--- src/hw/rtl/assert_macros.svh ---
// ----------------------------------------------------------------------------
// Assertion macros
// Shared helpers for concurrent assertions in the carver RTL.
// ----------------------------------------------------------------------------
`ifndef ASSERT_MACROS_SVH
`define ASSERT_MACROS_SVH

// Clocked assertion, disabled while reset is asserted.
`define GUFWC_ASSERT(lbl, clk, rst_n, prop, msg) \
    lbl: assert property (@(posedge clk) disable iff (!rst_n) (prop)) else $error(msg);

// Clocked assertion that also holds through reset.
`define GUFWC_ASSERT_ALWAYS(lbl, clk, prop, msg) \
    lbl: assert property (@(posedge clk) (prop)) else $error(msg);

`endif

--- src/hw/rtl/gufwc_ram.sv ---
// ----------------------------------------------------------------------------
// gufwc_ram
// Generic simple dual-port RAM, one write and one registered read port.
// ----------------------------------------------------------------------------
module gufwc_ram #(
    parameter int WIDTH = 8,
    parameter int DEPTH = 256
) (
    input  logic                     clk,
    input  logic                     we,
    input  logic [$clog2(DEPTH)-1:0] waddr,
    input  logic [WIDTH-1:0]         wdata,
    input  logic [$clog2(DEPTH)-1:0] raddr,
    output logic [WIDTH-1:0]         rdata
);

    logic [WIDTH-1:0] mem [DEPTH];
    logic [WIDTH-1:0] rdata_reg;

    always_ff @(posedge clk)
    begin
        if (we)
        begin
            mem[waddr] <= wdata;
        end
        rdata_reg <= mem[raddr];
    end

    assign rdata = rdata_reg;

endmodule

--- config.mk ---
export PLATFORM = sky130hd
export DESIGN_NAME = gufwc_ram
export DESIGN_NICKNAME = d
export VERILOG_FILES = /design/src/hw/rtl/assert_macros.svh /design/src/hw/rtl/gufwc_ram.sv
export SDC_FILE = /design/constraint.sdc
export NUM_CORES = 2
export LEC_CHECK = 0
export ABC_CLOCK_PERIOD_IN_PS = 4090
export BUFFER_PORTS_ARGS = -buffer_cell sky130_fd_sc_hd__buf_2
export CAP_MARGIN = 10
export CORE_MARGIN = 3
export CORE_UTILIZATION = 53
export DETAILED_ROUTE_END_ITERATION = 10
export PLACE_DENSITY = 0.79
export SYNTH_ARGS = -nofsm -noshare
export SYNTH_HDL_FRONTEND = slang
export SYNTH_SLANG_ARGS = --single-unit
--- constraint.sdc ---
create_clock -name clk -period 4.09 [get_ports clk]
set_clock_uncertainty 0.15 [all_clocks]
set_input_delay 0.2045 -clock clk [delete_from_list [all_inputs] [get_ports clk]]
set_output_delay 0.2045 -clock clk [all_outputs]
set_load 0.01 [all_outputs]
Word-level counts from Yosys, hierarchy flattened --
Memory sizes are Yosys's and may differ from the RTL's. A register that Yosys moved wholly into a read port is not among the register bits. Index checks and enable logic that the tools add are counted.
Operators by class: $add $sub $neg 0, multiply operators 0, divide/modulo/power cells 0, $lt $le $gt $ge 0, equal/unequal tests 0, shifts and indexed selects 0, multiplexer cells 2, bitwise logic cells 0, reductions and logical operators 0
Operator list (number):
- 2-to-1 mux 1 bit | 2
Word-level totals: register bits after elaboration 0, latch bits 0, RAM bits 2048, ROM bits 0, output and inout port bits 8, memories 1
Memories:
- mem | depth 256, bits a word 8, rd ports 1, clocked after memory_dff 1, wr ports 1, line gufwc_ram.sv:17 | logic [WIDTH-1:0] mem [DEPTH];

Depth between registers and ports, before layout --
depth in word-level cells 2, depth in mapped cells 11, mapped depth without buffers 6

Worst setup path after synthesis --
No wires, ideal clock.
kind in2reg, start input raddr[0], end register rdata_reg[2] (netlist: rdata[2]) (read register of mem), setup time 0.131 ns, data arrival time 2.011 ns, data required time 3.809 ns, slack 1.798 ns, stages on the path 9, cell sequence buf_6 -> buf_12 -> buf_8 -> buf_2 -> mux4_2 -> a22oi_1 -> a21oi_1 -> nor4_1 -> nor4_2
RTL lines:
- start: declaration | line gufwc_ram.sv:13 | input logic [$clog2(DEPTH)-1:0] raddr,
- end: declaration | line gufwc_ram.sv:18 | logic [WIDTH-1:0] rdata_reg;

Worst setup path in the final report --
start input waddr[2], end memory mem[52][2], enable pin
RTL lines:
- start: declaration | line gufwc_ram.sv:11 | input logic [$clog2(DEPTH)-1:0] waddr,
- end: declaration | line gufwc_ram.sv:17
Straight into the memory's write port.

==> results.py <==
metrics = {
    "routing": {
        "drc": 0,
        "dr.pass1.iters": 6,
        "vias": 40800,
        "routed_wl_um": 198000,
        "ant_nets": 0,
        "dr.first_iter.drc_count": 6406,
        "post_drt_wl_per_cell_um": 32.6,
        "viasPerCell": 6.70,
    },
    "worst_hold_path": {
        "hold_path_class": "input port to flip-flop",
    },
    "finish": {
        "n_fill_cell": 9786,
        "area_growth_pct": 11.6,
        "final_cell_mix": "edfxtp_1 (2,048), mux4_2 (454), nor2_1 (279)",
        "drive_above_1_share_pct": 23.4,
        "nets": 3952,
        "multiInputGateArea_mm2": 0.0165,
        "register_area_mm2": 0.0617,
        "largest_register_ffs": 2048,
        "layout_commonest_cell": "edfxtp_1",
    },
    "grt": {
        "globalRouteMet3Util_pct": 6.93,
        "grt_use_met2_pct": 39.7,
        "grt_use_total_pct": 25.6,
        "antenna_found_initial": 12,
        "met1_usage_pct": 35.2,
        "grt_max_degree": 133,
        "grt_pass1_wl_um": 289000,
        "grt_overflow": 0,
        "grt-busiest-layer": "met2",
        "grt_pass1_vias": 40700,
    },
    "timing": {
        "fin_crit_ns": 3.37,
        "worstMarginPinSlew_ns": 1.10,
        "finalCritPeriodShare_pct": 82.5,
        "hold_violations": 0,
        "fmax_mhz": 296,
        "setup_viol": 0,
        "rsz0062_at_grt": "no",
        "finalMaxSlewViolations": 0,
        "setup_tns_ns": 0,
        "slew_headroom_pct": 26.0,
    },
    "worst_setup_path": {
        "crit_type": "input port to flip-flop",
        "rrSetupSlack_ns": 1.31,
        "cp.required_ns": 4.38,
        "cp.arrival_ns": 3.67,
        "start_kind": "input port",
        "slowest_stage": "nand3_1",
        "critical_path.cell_chain": "dlygate4sd3_1 -> buf_2 -> nor2b_1 -> nand3_1 -> buf_4 -> nor2_1",
        "cp-end-kind": "flip-flop",
        "worst_path_largest_cell_delay_ns": 0.83,
        "crit_fanout": 10,
    },
    "yosys": {
        "synth_edf_count": 2048,
        "synth_area_leaders": "edfxtp_1 (77%), mux4_2 (13%), mux2i_1 (1.7%)",
        "yosysSeqAreaShare_pct": 77.5,
        "syn_inst": 3733,
        "yosysUniqueCellTypes": 55,
        "synth_nets": 3759,
        "synth_area_leader_cell": "edfxtp_1",
        "yosysTopAreaCellShare_pct": 77.3,
        "synthFlopType": "edfxtp_1",
        "ys_warn_count": 0,
        "post_synth.cell_area_avg_um2": 21.3,
        "syn_area_mm2": 0.0796,
        "async_flop_share_pct": 0,
        "synth-seq-cells": 2056,
    },
    "die": {
        "fp.dieW_um": 393,
        "rows": 141,
        "initial_core_util_pct": 53.6,
        "core_mm2": 0.148,
        "die-area_mm2": 0.155,
        "fp.dieH_um": 393,
        "ioPinCount": 34,
    },
    "cts": {
        "path_clk_slew_ns": 0.06,
        "cts_made_buffers": 193,
        "cts_tree": "done",
        "cts_sinks": 2056,
        "htreeDepth": 4,
        "clock_path_buffers": 3,
        "cts-root-buf": "clkbuf_16",
        "clock_latency_ns": 0.82,
        "post_cts_buffers": 0,
    },
    "placed_design": {
        "place_congestion": 0.915,
        "port_buffers": 33,
        "place_hpwl_um": 117000,
    },
    "run": {
        "drv_cap": 0,
    },
    "pwr": {
        "power.total_w": 0.0426,
        "pwr_density_cell_mw_per_mm2": 480,
        "p_leak_nw": 27.5,
        "ir_worst_vdd_uv": 470,
    },
    "status": {
        "status": "completed",
    },
}
==> per-stage QoR <==
| step | utilization, % | hold slack (ns) | worst slack [ns] | cells | instance area [µm²] |
|---|---|---|---|---|---|
| after global placement | 55.7 | 0.534 | 0.436 | 5724 | 82700 |
| after global routing | 59.8 | 0.0328 | 0.744 | 6083 | 88800 |
| after floorplan | - | 0.153 | 1.80 | 3733 | 79600 |
| final | 59.9 | 0.000659 | 0.716 | 6089 | 88800 |
| after CTS | 59.8 | 0.00336 | 0.961 | 6082 | 88800 |
| after detailed placement | 55.7 | 0.535 | 0.464 | 5724 | 82700 |
==> report_power, final <==
| group | total, W | internal [W] | leakage (nW) | switching, W |
|---|---|---|---|---|
| logic | 0.00214 | 0.000739 | 6.05 | 0.00140 |
| registers | 0.0233 | 0.0232 | 18.5 | 0.0000502 |
| clock network | 0.0172 | 0.00953 | 2.93 | 0.00766 |
==> critical path: cells and delay by family <==
| family | cells | cell delay (ns) |
|---|---|---|
| simple gates | 3 | 2.13 |
| buf+inv | 3 | 1.32 |
==> synthesized netlist by cell type (all sizes together), types with 8 or more instances <==
cell type,n
mux2i,134
a22o,8
nor3,22
dfxtp,8
a221oi,14
nor2b,31
a211oi,16
a21oi,96
edfxtp,2048
nand3,34
a22oi,133
o22ai,28
nor4,27
nor2,282
o221ai,47
nand4,10
o21ai,12
buf,122
o211ai,10
nand2,33
clkbuf,111
mux4,456
nand2b,8
==> routing by layer <==
layer / vias to the layer above / wire length [µm]
met5: - / 59
met4: 10 / 7990
met3: 516 / 26500
met2: 3197 / 94400
met1: 21000 / 69400
li1: 16100 / -
==> cells by family after synthesis <==
| group | share of synthesized area, % |
|---|---|
| mux | 14.6 |
| flops | 77.5 |
| simple gates | 2.63 |
| compound gates | 3.42 |
| buf+inv | 1.83 |
==> worst paths after layout <==
| check | endpoint | cells after the start | from |
|---|---|---|---|
| worst max-delay path | mem[52][2]$_DFFE_PP_ | 6 | waddr[2] |
| worst min-delay path | mem[174][5]$_DFFE_PP_ | 1 | wdata[5] |
| worst max register to register | rdata[6]$_DFF_P_ | 5 | mem[218][6]$_DFFE_PP_ |
| worst min register to register | rdata[3]$_DFF_P_ | 6 | mem[40][3]$_DFFE_PP_ |
==> layout make-up <==
type,count,share of cell area (%)
Clock buffer,253,5.81
Sequential cell,2056,69.4
Inverter,2,0.00845
Antenna cell,7,0.0197
Timing Repair Buffer,231,2.38
Multi-Input combinational cell,1442,18.6
Tap cell,2002,2.82
Clock inverter,96,0.975
==> repair_timing <==
action                                 CTS  global route
hold buffers                             9             0
endpoints found under the hold margin  396             0
gates resized for setup                  0             0
Power figures use the tool's default switching activity.
