<file path="config.mk">
export PLATFORM = sky130hd
export DESIGN_NAME = gufwc_colmod
export DESIGN_NICKNAME = d
export VERILOG_FILES = /design/src/hw/rtl/gufwc_pkg.sv /design/src/hw/rtl/gufwc_colmod.sv
export VERILOG_INCLUDE_DIRS = /design/src /design/src/hw/rtl
export SDC_FILE = /design/constraint.sdc
export NUM_CORES = 1
export LEC_CHECK = 0
export BUFFER_PORTS_ARGS = -buffer_cell sky130_fd_sc_hd__buf_2
export CORE_UTILIZATION = 51
export CTS_BUF_LIST = sky130_fd_sc_hd__clkbuf_8
export CTS_CLUSTER_SIZE = 12
export DETAILED_ROUTE_END_ITERATION = 10
export PLACE_DENSITY = 0.77
export REMOVE_ABC_BUFFERS = 1
export SETUP_SLACK_MARGIN = 0.02
export SLEW_MARGIN = 20
export SYNTH_ARGS = -nofsm -noshare
export SYNTH_HDL_FRONTEND = slang
export SYNTH_SLANG_ARGS = --single-unit
</file>
<file path="constraint.sdc">
create_clock -name clk -period 2.1 [get_ports clk]
set_input_delay 0.21 -clock clk [delete_from_list [all_inputs] [get_ports clk]]
set_output_delay 0.21 -clock clk [all_outputs]
set_load 0.03 [all_outputs]
</file>
<file path="src/hw/rtl/assert_macros.svh">
// ----------------------------------------------------------------------------
// Assertion macros
// Shared helpers for concurrent assertions in the carver RTL.
// ----------------------------------------------------------------------------
`ifndef ASSERT_MACROS_SVH
`define ASSERT_MACROS_SVH

// Clocked assertion, disabled while reset is asserted.
`define GUFWC_ASSERT(lbl, clk, rst_n, prop, msg) \
    lbl: assert property (@(posedge clk) disable iff (!rst_n) (prop)) else $error(msg);

// Clocked assertion that also holds through reset.
`define GUFWC_ASSERT_ALWAYS(lbl, clk, prop, msg) \
    lbl: assert property (@(posedge clk) (prop)) else $error(msg);

`endif

</file>
<file path="src/hw/rtl/gufwc_pkg.sv">
// ----------------------------------------------------------------------------
// gufwc_pkg
// Types, constants and helpers shared by the maze carver modules.
// ----------------------------------------------------------------------------
package gufwc_pkg;

    localparam int CELLS  = 256;
    localparam int ADDR_W = 8;
    localparam int SIZE_W = 9;
    localparam int WALL_W = 4;
    localparam int GW_W   = 5;
    localparam int CNT_W  = 9;

    localparam logic [SIZE_W-1:0] SIZE_CAP    = 9'h1FF;
    localparam logic [GW_W-1:0]   GW_RESET    = 5'd16;
    localparam logic [CNT_W-1:0]  CNT_RESET   = 9'd256;
    localparam logic [CNT_W-1:0]  CNT_MAX     = 9'd256;

    // Configuration register indexes.
    localparam logic REG_GRID_WIDTH = 1'b0;
    localparam logic REG_CELL_COUNT = 1'b1;

    // Carve directions.
    localparam logic [1:0] DIR_TOP    = 2'd0;
    localparam logic [1:0] DIR_BOTTOM = 2'd1;
    localparam logic [1:0] DIR_LEFT   = 2'd2;
    localparam logic [1:0] DIR_RIGHT  = 2'd3;

    typedef struct packed {
        logic [ADDR_W-1:0] cell_req;
        logic [1:0]        direction;
    } req_t;

    typedef struct packed {
        logic              neighbour_valid;
        logic              joined;
        logic [ADDR_W-1:0] neighbour;
        logic [ADDR_W-1:0] set_root;
        logic [WALL_W-1:0] cell_walls;
    } rsp_t;

    // One table entry: union-find parent, set size and the four walls.
    typedef struct packed {
        logic [ADDR_W-1:0] parent;
        logic [SIZE_W-1:0] size;
        logic [WALL_W-1:0] walls;
    } entry_t;

    localparam int ENTRY_W = $bits(entry_t);

    typedef enum logic [4:0] {
        S_IDLE,
        S_DIV,
        S_FR,
        S_FU,
        S_CR,
        S_CU,
        S_UAR,
        S_UAU,
        S_UBR,
        S_UBU,
        S_UAW,
        S_WCR,
        S_WCU,
        S_WNR,
        S_WNU,
        S_WFR,
        S_WFU,
        S_DONE
    } state_t;

    typedef enum logic [1:0] {
        CALL_CELL,
        CALL_NB,
        CALL_FINAL
    } call_t;

    // Value of an entry that has never been written.
    function automatic entry_t reset_entry(logic [ADDR_W-1:0] idx);
        entry_t e;
        e.parent = idx;
        e.size   = SIZE_W'(1);
        e.walls  = '1;
        return e;
    endfunction

    // Wall bit that faces the given direction.
    function automatic logic [WALL_W-1:0] wall_bit(logic [1:0] dir);
        logic [WALL_W-1:0] m;
        m = '0;
        m[dir] = 1'b1;
        return m;
    endfunction

    // Wall bit on the far side of the shared wall pair.
    function automatic logic [WALL_W-1:0] opposite_bit(logic [1:0] dir);
        logic [WALL_W-1:0] m;
        m = '0;
        unique case (dir)
            DIR_TOP:    m[DIR_BOTTOM] = 1'b1;
            DIR_BOTTOM: m[DIR_TOP]    = 1'b1;
            DIR_LEFT:   m[DIR_RIGHT]  = 1'b1;
            DIR_RIGHT:  m[DIR_LEFT]   = 1'b1;
            default:    m = '0;
        endcase
        return m;
    endfunction

endpackage

</file>
<file path="src/hw/rtl/gufwc_colmod.sv">
// ----------------------------------------------------------------------------
// gufwc_colmod
// Column of a cell: remainder of the cell index by the grid width,
// found by restoring division one bit per cycle.
// ----------------------------------------------------------------------------
`include "assert_macros.svh"

module gufwc_colmod (
    input  logic                              clk,
    input  logic                              rst_n,
    input  logic                              start,
    input  logic [gufwc_pkg::ADDR_W-1:0]      dividend,
    input  logic [gufwc_pkg::GW_W-1:0]        divisor,
    output logic                              done,
    output logic [gufwc_pkg::GW_W-1:0]        remainder
);

    localparam int STEP_W = $clog2(gufwc_pkg::ADDR_W);

    logic                          run_reg, run_next;
    logic                          done_reg, done_next;
    logic [STEP_W-1:0]             step_reg, step_next;
    logic [gufwc_pkg::ADDR_W-1:0]  dvd_reg, dvd_next;
    logic [gufwc_pkg::GW_W-1:0]    rem_reg, rem_next;
    logic [gufwc_pkg::GW_W-1:0]    dvs_reg, dvs_next;
    logic [gufwc_pkg::GW_W:0]      trial;

    always_comb
    begin
        run_next  = run_reg;
        done_next = 1'b0;
        step_next = step_reg;
        dvd_next  = dvd_reg;
        rem_next  = rem_reg;
        dvs_next  = dvs_reg;
        trial     = {rem_reg, dvd_reg[gufwc_pkg::ADDR_W-1]};
        if (start)
        begin
            run_next  = 1'b1;
            step_next = '0;
            dvd_next  = dividend;
            rem_next  = '0;
            dvs_next  = divisor;
        end
        else if (run_reg)
        begin
            if (trial >= {1'b0, dvs_reg})
            begin
                trial = trial - {1'b0, dvs_reg};
            end
            rem_next  = trial[gufwc_pkg::GW_W-1:0];
            dvd_next  = {dvd_reg[gufwc_pkg::ADDR_W-2:0], 1'b0};
            step_next = step_reg + STEP_W'(1);
            if (step_reg == STEP_W'(gufwc_pkg::ADDR_W - 1))
            begin
                run_next  = 1'b0;
                done_next = 1'b1;
            end
        end
    end

    always_ff @(posedge clk or negedge rst_n)
    begin
        if (!rst_n)
        begin
            run_reg  <= 1'b0;
            done_reg <= 1'b0;
            step_reg <= '0;
        end
        else
        begin
            run_reg  <= run_next;
            done_reg <= done_next;
            step_reg <= step_next;
        end
    end

    always_ff @(posedge clk)
    begin
        dvd_reg <= dvd_next;
        rem_reg <= rem_next;
        dvs_reg <= dvs_next;
    end

    assign done      = done_reg;
    assign remainder = rem_reg;

    `GUFWC_ASSERT(a_rem_below_divisor, clk, rst_n, done_reg |-> (rem_reg < dvs_reg), "column remainder not below grid width")
    `GUFWC_ASSERT(a_done_after_run, clk, rst_n, $rose(done_reg) |-> $past(run_reg), "column done without a running division")

endmodule

</file>
Word-level counts from Yosys, hierarchy flattened
Index checks and enable logic that the tools add are counted.
Widths: inputs -> output; s select.
Storage, ports and cells
  register bits: 23
  input bits: 16
  output and inout bits: 6
  logic and storage cells: 22
Cells by class
  add/subtract/negate cells: 2
  $lt $le $gt $ge: 1
  eq/ne operators: 1
  multiplexer cells: 11
  reductions and logical operators: 1
Operators with widths (number)
  $mux 8: 2
  $ge 6x5->1: 1
  $mux 1: 6
  $mux 3: 2
  $mux 5: 1
  $sub 5x5->5: 1
  $add 3x1->3 const B: 1
  $eq 3x3->1 const B: 1
  $reduce_bool 2->1: 1

Depth between registers and ports, before layout
Gate-level depths: netlist of run 1.
  depth after elaboration: 4
  gate-level depth with buffers: 8
  gate-level depth less buffers: 8

Least setup slack after synthesis of run 1
OpenSTA, ideal clock, no wires.
  path kind: register -> register
  start point: reg dvd_reg[7] (netlist name)
  end point: reg rem_reg (netlist bit remainder[0])
  library setup time: 0.079 ns
  data arrival time: 1.906 ns
  required time: 2.021 ns
  setup slack: 0.114 ns
  cell stages (with the launch flop): 9
  buffers on the path: 0
  clock period less this slack: 1.986 ns
  path through: edfxtp_1 inv_1 ha_1 inv_1 fa_1 a21oi_1 o221ai_4 mux2_4 a211oi_2
Between the ends
  word-level cells in the longest chain between the ends: 2
  elaborated cells on any way between the ends: 3
  classes of those cells: 1 x add/sub; 1 x order compare; 1 x mux
Ends and longest elaborated chain
  start, declared: RTL line gufwc_colmod.sv:23  | logic [gufwc_pkg::ADDR_W-1:0] dvd_reg, dvd_next;
  start signal, assigned: RTL line gufwc_colmod.sv:80  | dvd_reg <= dvd_next;
  $sub 5x5->5 / $ge 6x5->1 (equally long branches): RTL line gufwc_colmod.sv:49, gufwc_colmod.sv:47
  $mux 5 *: RTL line gufwc_colmod.sv:47  | if (trial >= {1'b0, dvs_reg})
  end signal, assigned: RTL line gufwc_colmod.sv:81  | rem_reg <= rem_next;
  end, declared: RTL line gufwc_colmod.sv:24  | logic [gufwc_pkg::GW_W-1:0] rem_reg, rem_next;
Every way passes the cells marked *; elsewhere a longest branch is shown, timed or not.
A chain may end at the register's enable or synchronous reset.

Final worst setup path of run 1
Ends and elaborated chain as after synthesis.

==> results of run 1 <==
-- critical path, stage by stage, from the launching register on --
cell and delay [ns]:
edfxtp_1 0.36, inv_1 0.08, ha_1 0.15, inv_1 0.05, fa_1 0.39, a21oi_2 0.17, o221ai_4 0.17, mux2_4 0.33
a211oi_2 0.20
-- power groups by stage --
stage	logic, mW	registers [mW]	clock network [mW]
final	0.549	0.597	0.255
after global routing	0.605	0.607	0.279
after CTS	0.551	0.598	0.267
after detailed placement	0.548	0.607	0
after global placement	0.536	0.601	0
after floorplan	0.356	0.668	0
-- cells by family (layout without fill, tap and decap cells) --
logic type,count (synthesis),count (layout),share of synthesized area (%)
DFF,23,23,53.4
and+or+nand+nor,21,21,8.57
AOI/OAI and AO/OA,12,12,10.6
buffers and inverters,12,36,4.34
muxes,11,11,10.7
adders and majority gates,8,8,9.33
xor gates and xnor gates,4,4,3.04
-- layout by cell type, fill, tap and decap left out, types with 2 or more instances in the layout --
master	Yosys	final
and2_1	2	2
inv_1	9	10
a211oi_2	2	2
edfxtp_1	13	13
mux2i_1	3	3
clkbuf_8	0	3
nand2_1	7	7
buf_2	1	21
ha_1	7	7
dfxtp_1	5	5
nand3_1	2	2
xnor2_1	3	3
dfrtp_1	5	5
nor2_1	7	7
o2bb2a_1	2	2
o21ai_0	2	2
mux2_2	7	7
-- per-stage QoR --
step	instances	hold WS (ns)	power [mW]	cell area [um2]	setup WS, ns
global placement	137	0.0286	1.14	1280	0.112
detailed placement	137	0.0303	1.15	1280	0.0555
finish	142	0.127	1.40	1340	0.124
CTS	142	0.120	1.42	1340	0.0483
global route	142	0.113	1.49	1340	0.0411
floorplan	88	-0.0856	1.02	1140	0.114
-- what timing repair did --
action,CTS,global route
gates resized for setup,0,1
setup endpoints to repair,0,1
setup buffers,0,0
endpoints found under the hold margin,5,0
hold buffers,1,0
-- area by class of cell --
cell class / count / share of cell area, %
flip-flops and latches: 23 / 45.9
multi-input cells: 56 / 36.6
repair buffers: 23 / 9.13
clock buffers: 3 / 3.08
inverters: 9 / 2.52
well taps: 27 / 2.52
clock inverters: 1 / 0.280
-- routing by layer --
| metal | wire, um | vias to the layer above | track usage (%) | part of all wire [%] |
|---|---|---|---|---|
| met5 | 0 | - | 0 | 0 |
| met4 | 30 | 0 | 7.14 | 1.8 |
| met3 | 37 | 4 | 2.78 | 2.2 |
| met2 | 863 | 14 | 26.6 | 52 |
| met1 | 743 | 340 | 18.4 | 44 |
| li1 | - | 365 | - | - |
-- worst max path at each step --
| stage | from | endpoint |
|---|---|---|
| 6_report | dvd_reg[7] | remainder[0] |
| 5_1_grt | dvd_reg[7] | remainder[0] |
| 4_1_cts | dvd_reg[7] | remainder[0] |
| 3_5_place_dp | dvd_reg[7] | remainder[0] |
| 3_3_place_gp | dvd_reg[7] | remainder[0] |
| 2_1_floorplan | dvd_reg[7] | remainder[0] |
==> metrics.yaml, run 1 <==
ctsRootBufferMaster: "clkbuf_8"
via_per_inst: 5.09
synthFlopType: "edfxtp_1"
status: "completed"
register_area_um2: 616
yosysTopAreaCell: "edfxtp_1"
finalCritPeriodShare_pct: 94.1
hold_path_class: "in2reg"
cts_buffer_depth: 2
final.min_clock_period_ns: 1.98
layout.nets: 140
die_x_um: 49.6
worstMarginPinSlew_ns: 0.413
setup_viol: 0
multi_input_area_um2: 492
synth_top_area_share_pct: 33.8
switching_share_pct: 34.3
intPower_mw: 0.920
relSlewSlack_pct: 72.4
grt_max_degree: 22
clkSinkCount: 23
p_switching_mw: 0.481
grt-ovfl-total: 0
synth_commonest_cells: "13 x edfxtp_1, 9 x inv_1"
synth_cell_type_count: 29
die_height_um: 49.6
crit_type: "reg2reg"
pwr-share-comb_pct: 39.2
holdPathStages: 1
cts_tree: "built"
syn_avg_cell_area_um2: 12.7
synth_area_um2: 1150
r2r_slack_ns: 0.12
antenna_found_initial: 0
crit_arrival_ns: 2.16
power.density_nw_per_um2: 1040
reg2reg_to: "remainder[0]"
area_growth_pct: 16.4
gp_congestion: 0.951
ys_async_sr_fraction_pct: 21.7
ys_top_cells_by_area: "edfxtp_1 34%, dfrtp_1 11%, dfxtp_1 8.7%"
htreeDepth: 1
vias: 723
die-area_um2: 2460
yosys_warnings: 0
r2r-start: "dvd_reg[7]"
fin_skew_ns: 0.000863
p_leak_nw: 0.607
drtPass1Iterations: 5
drtIter0Drc: 9
ys_seq_area_share_pct: 53.4
layout-drive-gt1-share_pct: 33.9
port_buffers: 21
detail_route.wl_per_cell_um: 11.8
max_freq_ghz: 0.506
wl_um: 1680
synth_most_common_cell: "edfxtp_1"
grt_pass1_vias: 720
rsz0062_at_grt: "false"
clkPwrFrac_pct: 18.2
syn_inst: 91
grt_usage_pct: 15.4
synth-edff-count: 13
drv_cap: 0
timing_hold_violations_final: 0
fill_cells: 180
min_to: "dvs_reg[1]"
cts_buffers: 3
seqPwrFrac_pct: 42.6
finalMaxSlewViolations: 0
coreArea_um2: 2040
synth-seq-cells: 23
antennaDiodeCount: 0
worstPathRequired_ns: 2.28
grt_pass1_wl_um: 2840
drcViolationCount: 0
ant_nets: 0
hold_start: "divisor[1]"
dpl.hpwl_um: 1310
rows: 16
tns_ns: 0
start_util_pct: 56.5
clkTransAtPathRegs_ns: 0.07
rr_worst_depth: 8
insertion_delay_ns: 0.25
io_pins: 22
crit_path_end_kind: "register"
max-vdd-ir-drop_mv: 0.532
fin_util_pct: 65.7
worstPathMaxFanout: 7
worstSetupStartpointType: "register"
largest_reg_flops: 8
Note: power is estimated with default switching activity, not from simulation.
==> run 2, diff against run 1 <==
PLACE_DENSITY = unset   (was 0.77)
PLACE_DENSITY_LB_ADDON = 0.05   (was unset)
RECOVER_POWER = 50   (was unset)
==> metrics.yaml, run 2 (same netlist as run 1, synthesis figures left out) <==
ctsRootBufferMaster: "clkbuf_8"
rsz0062_at_grt: "false"
htreeDepth: 1
wl_um: 1880
ant_nets: 0
final_common_cell: "buf_2"
crit_path_end_kind: "register"
fin_skew_ns: 0.00124
drv_cap: 0
cts_tree: "built"
finalCritPeriodShare_pct: 93.2
layout-drive-gt1-share_pct: 33.6
grt_usage_pct: 17.9
rows: 16
worstPathMaxFanout: 5
grt_max_degree: 22
reg2reg_to: "remainder[0]"
insertion_delay_ns: 0.25
rr_worst_depth: 8
multi_input_area_um2: 502
worstPathRequired_ns: 2.27
grtUsageMet1_pct: 22.1
relSlewSlack_pct: 31.0
power.density_nw_per_um2: 1080
port_buffers: 21
area_growth_pct: 17.7
die_x_um: 49.6
layout_common_cells: "19 x buf_2, 13 x edfxtp_1, 10 x inv_1"
use_met2_pct: 29.3
drtPass1Iterations: 3
crit_arrival_ns: 2.13
clkSinkCount: 23
use_met3_pct: 4.01
die_height_um: 49.6
gp_congestion: 0.805
max-vdd-ir-drop_mv: 0.679
final_cell_area_um2: 1360
post-place-ws_ns: -0.0223
worstMarginPinSlew_ns: 1.03
antennaDiodeCount: 0
setup_viol: 0
startpoint: "dvd_reg[7]"
hold_path_class: "in2reg"
finalMaxSlewViolations: 0
grt-ovfl-total: 0
hold_start: "divisor[2]"
grt_pass1_wl_um: 3280
vias: 731
coreArea_um2: 2040
grt_pass1_vias: 774
detail_route.wl_per_cell_um: 13.1
final.min_clock_period_ns: 1.96
via_per_inst: 5.11
register_area_um2: 616
crit_type: "reg2reg"
timing_hold_violations_final: 0
layout.nets: 141
r2r-start: "dvd_reg[7]"
max_freq_ghz: 0.511
status: "completed"
drtIter0Drc: 3
fill_cells: 175
cts_buffer_depth: 2
holdPathStages: 1
drcViolationCount: 0
fin_ws_ns: 0.143
start_util_pct: 56.5
largest_reg_flops: 8
die-area_um2: 2460
p_leak_nw: 0.608
r2r_slack_ns: 0.14
clkTransAtPathRegs_ns: 0.07
io_pins: 22
worstSetupStartpointType: "register"
dpl.hpwl_um: 1390
busiest_layer: "met2"
cts_buffers: 3
min_to: "dvs_reg[2]"
placed_cell_area_um2: 1280
antenna_found_initial: 0
run 2: where the power goes:
| part | switching (mW) | internal (mW) | leakage [nW] |
|---|---|---|---|
| combinational | 0.336 | 0.283 | 0.342 |
| sequential | 0.0470 | 0.547 | 0.239 |
| clock | 0.126 | 0.130 | 0.0269 |
| total | 0.509 | 0.960 | 0.608 |
run 2: worst max-delay path, cell delays in order (launching register included):
cell and delay, ns:
edfxtp_1 0.36, inv_1 0.08, ha_1 0.16, inv_1 0.05, fa_2 0.38, a21oi_4 0.16, o221ai_4 0.15, mux2_4 0.33
a211oi_2 0.21
run 2: cell type report:
| type | instances | share of cell area (%) |
|---|---|---|
| sequential | 23 | 45.3 |
| timing repair buffer | 24 | 9.40 |
| clock inverter | 1 | 0.276 |
| multi-input combinational | 56 | 37.0 |
| clock buffer | 3 | 3.04 |
| tap | 27 | 2.49 |
| inverter | 9 | 2.49 |
run 2: through the flow:
step / total power [mW] / instances / util [%] / setup TNS, ns / hold slack, ns
after CTS: 1.42 / 141 / 65.4 / 0 / 0.118
after global routing: 1.56 / 143 / 66.5 / 0 / 0.110
after global placement: 1.14 / 136 / 62.5 / 0 / 0.0262
after detailed placement: 1.15 / 136 / 62.5 / -0.0223 / 0.0303
final: 1.47 / 143 / 66.5 / 0 / 0.127
after floorplan: 1.02 / 88 / - / 0 / -0.0856
run 2: how the worst max path moves through the flow:
stage / depth (start not counted) / end
2_1_floorplan: 8 / remainder[0]
3_3_place_gp: 8 / remainder[0]
3_5_place_dp: 8 / remainder[0]
4_1_cts: 8 / remainder[0]
5_1_grt: 8 / remainder[0]
6_report: 8 / remainder[0]
run 2: what timing repair did:
action / 4_1_cts / 5_1_grt
cloned: 0 / 0
gates resized for setup: 1 / 2
buffers inserted: 0 / 2
hold buffers: 1 / 0
pin swaps: 0 / 1
hold endpoints to repair: 5 / 0
endpoints found under the setup margin: 1 / 2
run 2: per-layer routing:
| layer | up-vias | share of wire [%] |
|---|---|---|
| met3 | 4 | 2.9 |
| met2 | 14 | 50 |
| met1 | 349 | 45 |
| li1 | 364 | - |
| met4 | 0 | 2.0 |
| met5 | - | 0 |
==> run 3, diff against run 2 <==
CORE_UTILIZATION = 45   (was 51)
==> metrics.yaml, run 3 (same netlist as run 1, synthesis figures left out) <==
cts_buffer_depth: 2
start_util_pct: 49.8
htreeDepth: 1
path_delay_family: "adder cells"
drtPass1Iterations: 3
p_switching_mw: 0.507
gp_congestion: 0.775
post-place-ws_ns: 0.0245
insertion_delay_ns: 0.26
die_height_um: 52.6
rows: 17
grt_max_degree: 22
ant_nets: 0
drv_cap: 0
grt_pass1_vias: 725
layout-drive-gt1-share_pct: 35.0
clkTransAtPathRegs_ns: 0.08
worstPathRequired_ns: 2.28
switching_share_pct: 34.5
die-area_um2: 2770
coreArea_um2: 2320
setup_viol: 0
detail_route.wl_per_cell_um: 12.5
max-vdd-ir-drop_mv: 0.798
via_per_inst: 4.99
layout_common_cells: "19 x buf_2, 13 x edfxtp_1, 9 x inv_1"
multi_input_area_um2: 494
finalMaxSlewViolations: 0
cts_tree: "built"
max_freq_ghz: 0.509
worstSetupStartpointType: "register"
register_area_um2: 616
drtIter0Drc: 4
relSlewSlack_pct: 31.7
fin_skew_ns: 0.00113
largest_reg_flops: 8
status: "completed"
tns_ns: 0
crit_type: "reg2reg"
pwr-share-comb_pct: 41.2
clkPwrFrac_pct: 18.4
vias: 723
fin_ws_ns: 0.137
crit_arrival_ns: 2.15
intPower_mw: 0.962
crit_chain: "inv_1 -> ha_1 -> inv_1 -> fa_2 -> a21oi_2 -> o221ai_4 -> mux2_4 -> a211oi_2"
die_x_um: 52.6
finalCritPeriodShare_pct: 93.5
p_leak_nw: 0.610
antennaDiodeCount: 0
power.total_mw: 1.47
io_pins: 22
ctsRootBufferMaster: "clkbuf_8"
cp_slowest_cell: "edfxtp_1"
timing_hold_violations_final: 0
fill_cells: 199
drcViolationCount: 0
final_cell_area_um2: 1360
hold_path_class: "in2reg"
grt-ovfl-total: 0
wl_um: 1820
grt_pass1_wl_um: 3040
power.density_nw_per_um2: 1080
cpPeakStageDelay_ns: 0.37
clkSinkCount: 23
placed_cell_area_um2: 1280
seqPwrFrac_pct: 40.4
rsz0062_at_grt: "false"
cp_num_buf_inv: 2
antenna_found_initial: 0
cts_buffers: 3
layout.nets: 142
dpl.hpwl_um: 1360
final.min_clock_period_ns: 1.96
port_buffers: 21
crit_path_end_kind: "register"
cp_common_cell: "inv_1"
area_growth_pct: 17.9
fin_util_pct: 58.7
grt_usage_pct: 15.7
final_common_cell: "buf_2"
worstMarginPinSlew_ns: 1.03
worstPathMaxFanout: 6
==> run 3: cell types whose count changed in the layout (fill, tap and decap cells not counted), sizes merged <==
cell,change
buf,+1
clkinv,+1
inv,-1
==> run 3: metal layers <==
layer	part of all wire [%]	GRT usage [%]	vias up	routed length (um)
li1	-	-	367	-
met5	0	0	-	0
met2	51	26.6	18	934
met1	43	17.1	336	784
met4	0.49	6.58	0	9
met3	5.0	6.38	2	91
==> run 3: per-stage QoR <==
stage | cells | hold WS (ns)
4_1_cts | 143 | 0.108
3_5_place_dp | 138 | 0.0324
2_1_floorplan | 88 | -0.0856
5_1_grt | 145 | 0.104
3_3_place_gp | 138 | 0.0274
6_report | 145 | 0.118
==> run 3: worst paths after layout <==
| check | to | slack [ns] | start | depth (start not counted) |
|---|---|---|---|---|
| worst min register to register | remainder[2] | 0.52 | remainder[1] | 2 |
| worst min-delay path | dvs_reg[4] | 0.12 | divisor[4] | 1 |
| max in group asynchronous | run_reg | 1.56 | rst_n | 2 |
| worst max-delay path | remainder[0] | 0.14 | dvd_reg[7] | 8 |
| min in group asynchronous | step_reg[0] | 0.32 | rst_n | 2 |
| worst max register to register | remainder[0] | 0.14 | dvd_reg[7] | 8 |
==> run 3: cell type report <==
cell class | instances | share of cell area, %
repair buffers | 25 | 9.94
clock buffers | 3 | 3.04
well taps | 28 | 2.58
flip-flops and latches | 23 | 45.3
inverters | 9 | 2.48
multi-input cells | 56 | 36.3
clock inverters | 1 | 0.368
==> run 3: power by group through the flow <==
stage                     combinational, mW  sequential (mW)  clock, mW
after floorplan                       0.356            0.668          0
after global placement                0.546            0.603          0
after detailed placement              0.547            0.605          0
after CTS                             0.556            0.595      0.279
after global routing                  0.659            0.607      0.292
final                                 0.605            0.594      0.270
==> run 3: timing repair <==
| action | 4_1_cts | 5_1_grt |
|---|---|---|
| gates cloned | 0 | 0 |
| buffers inserted | 0 | 2 |
| pin swaps | 0 | 1 |
| hold buffers | 1 | 0 |
| resized for setup | 1 | 1 |
| hold endpoints to repair | 5 | 0 |
| setup endpoints to repair | 1 | 1 |
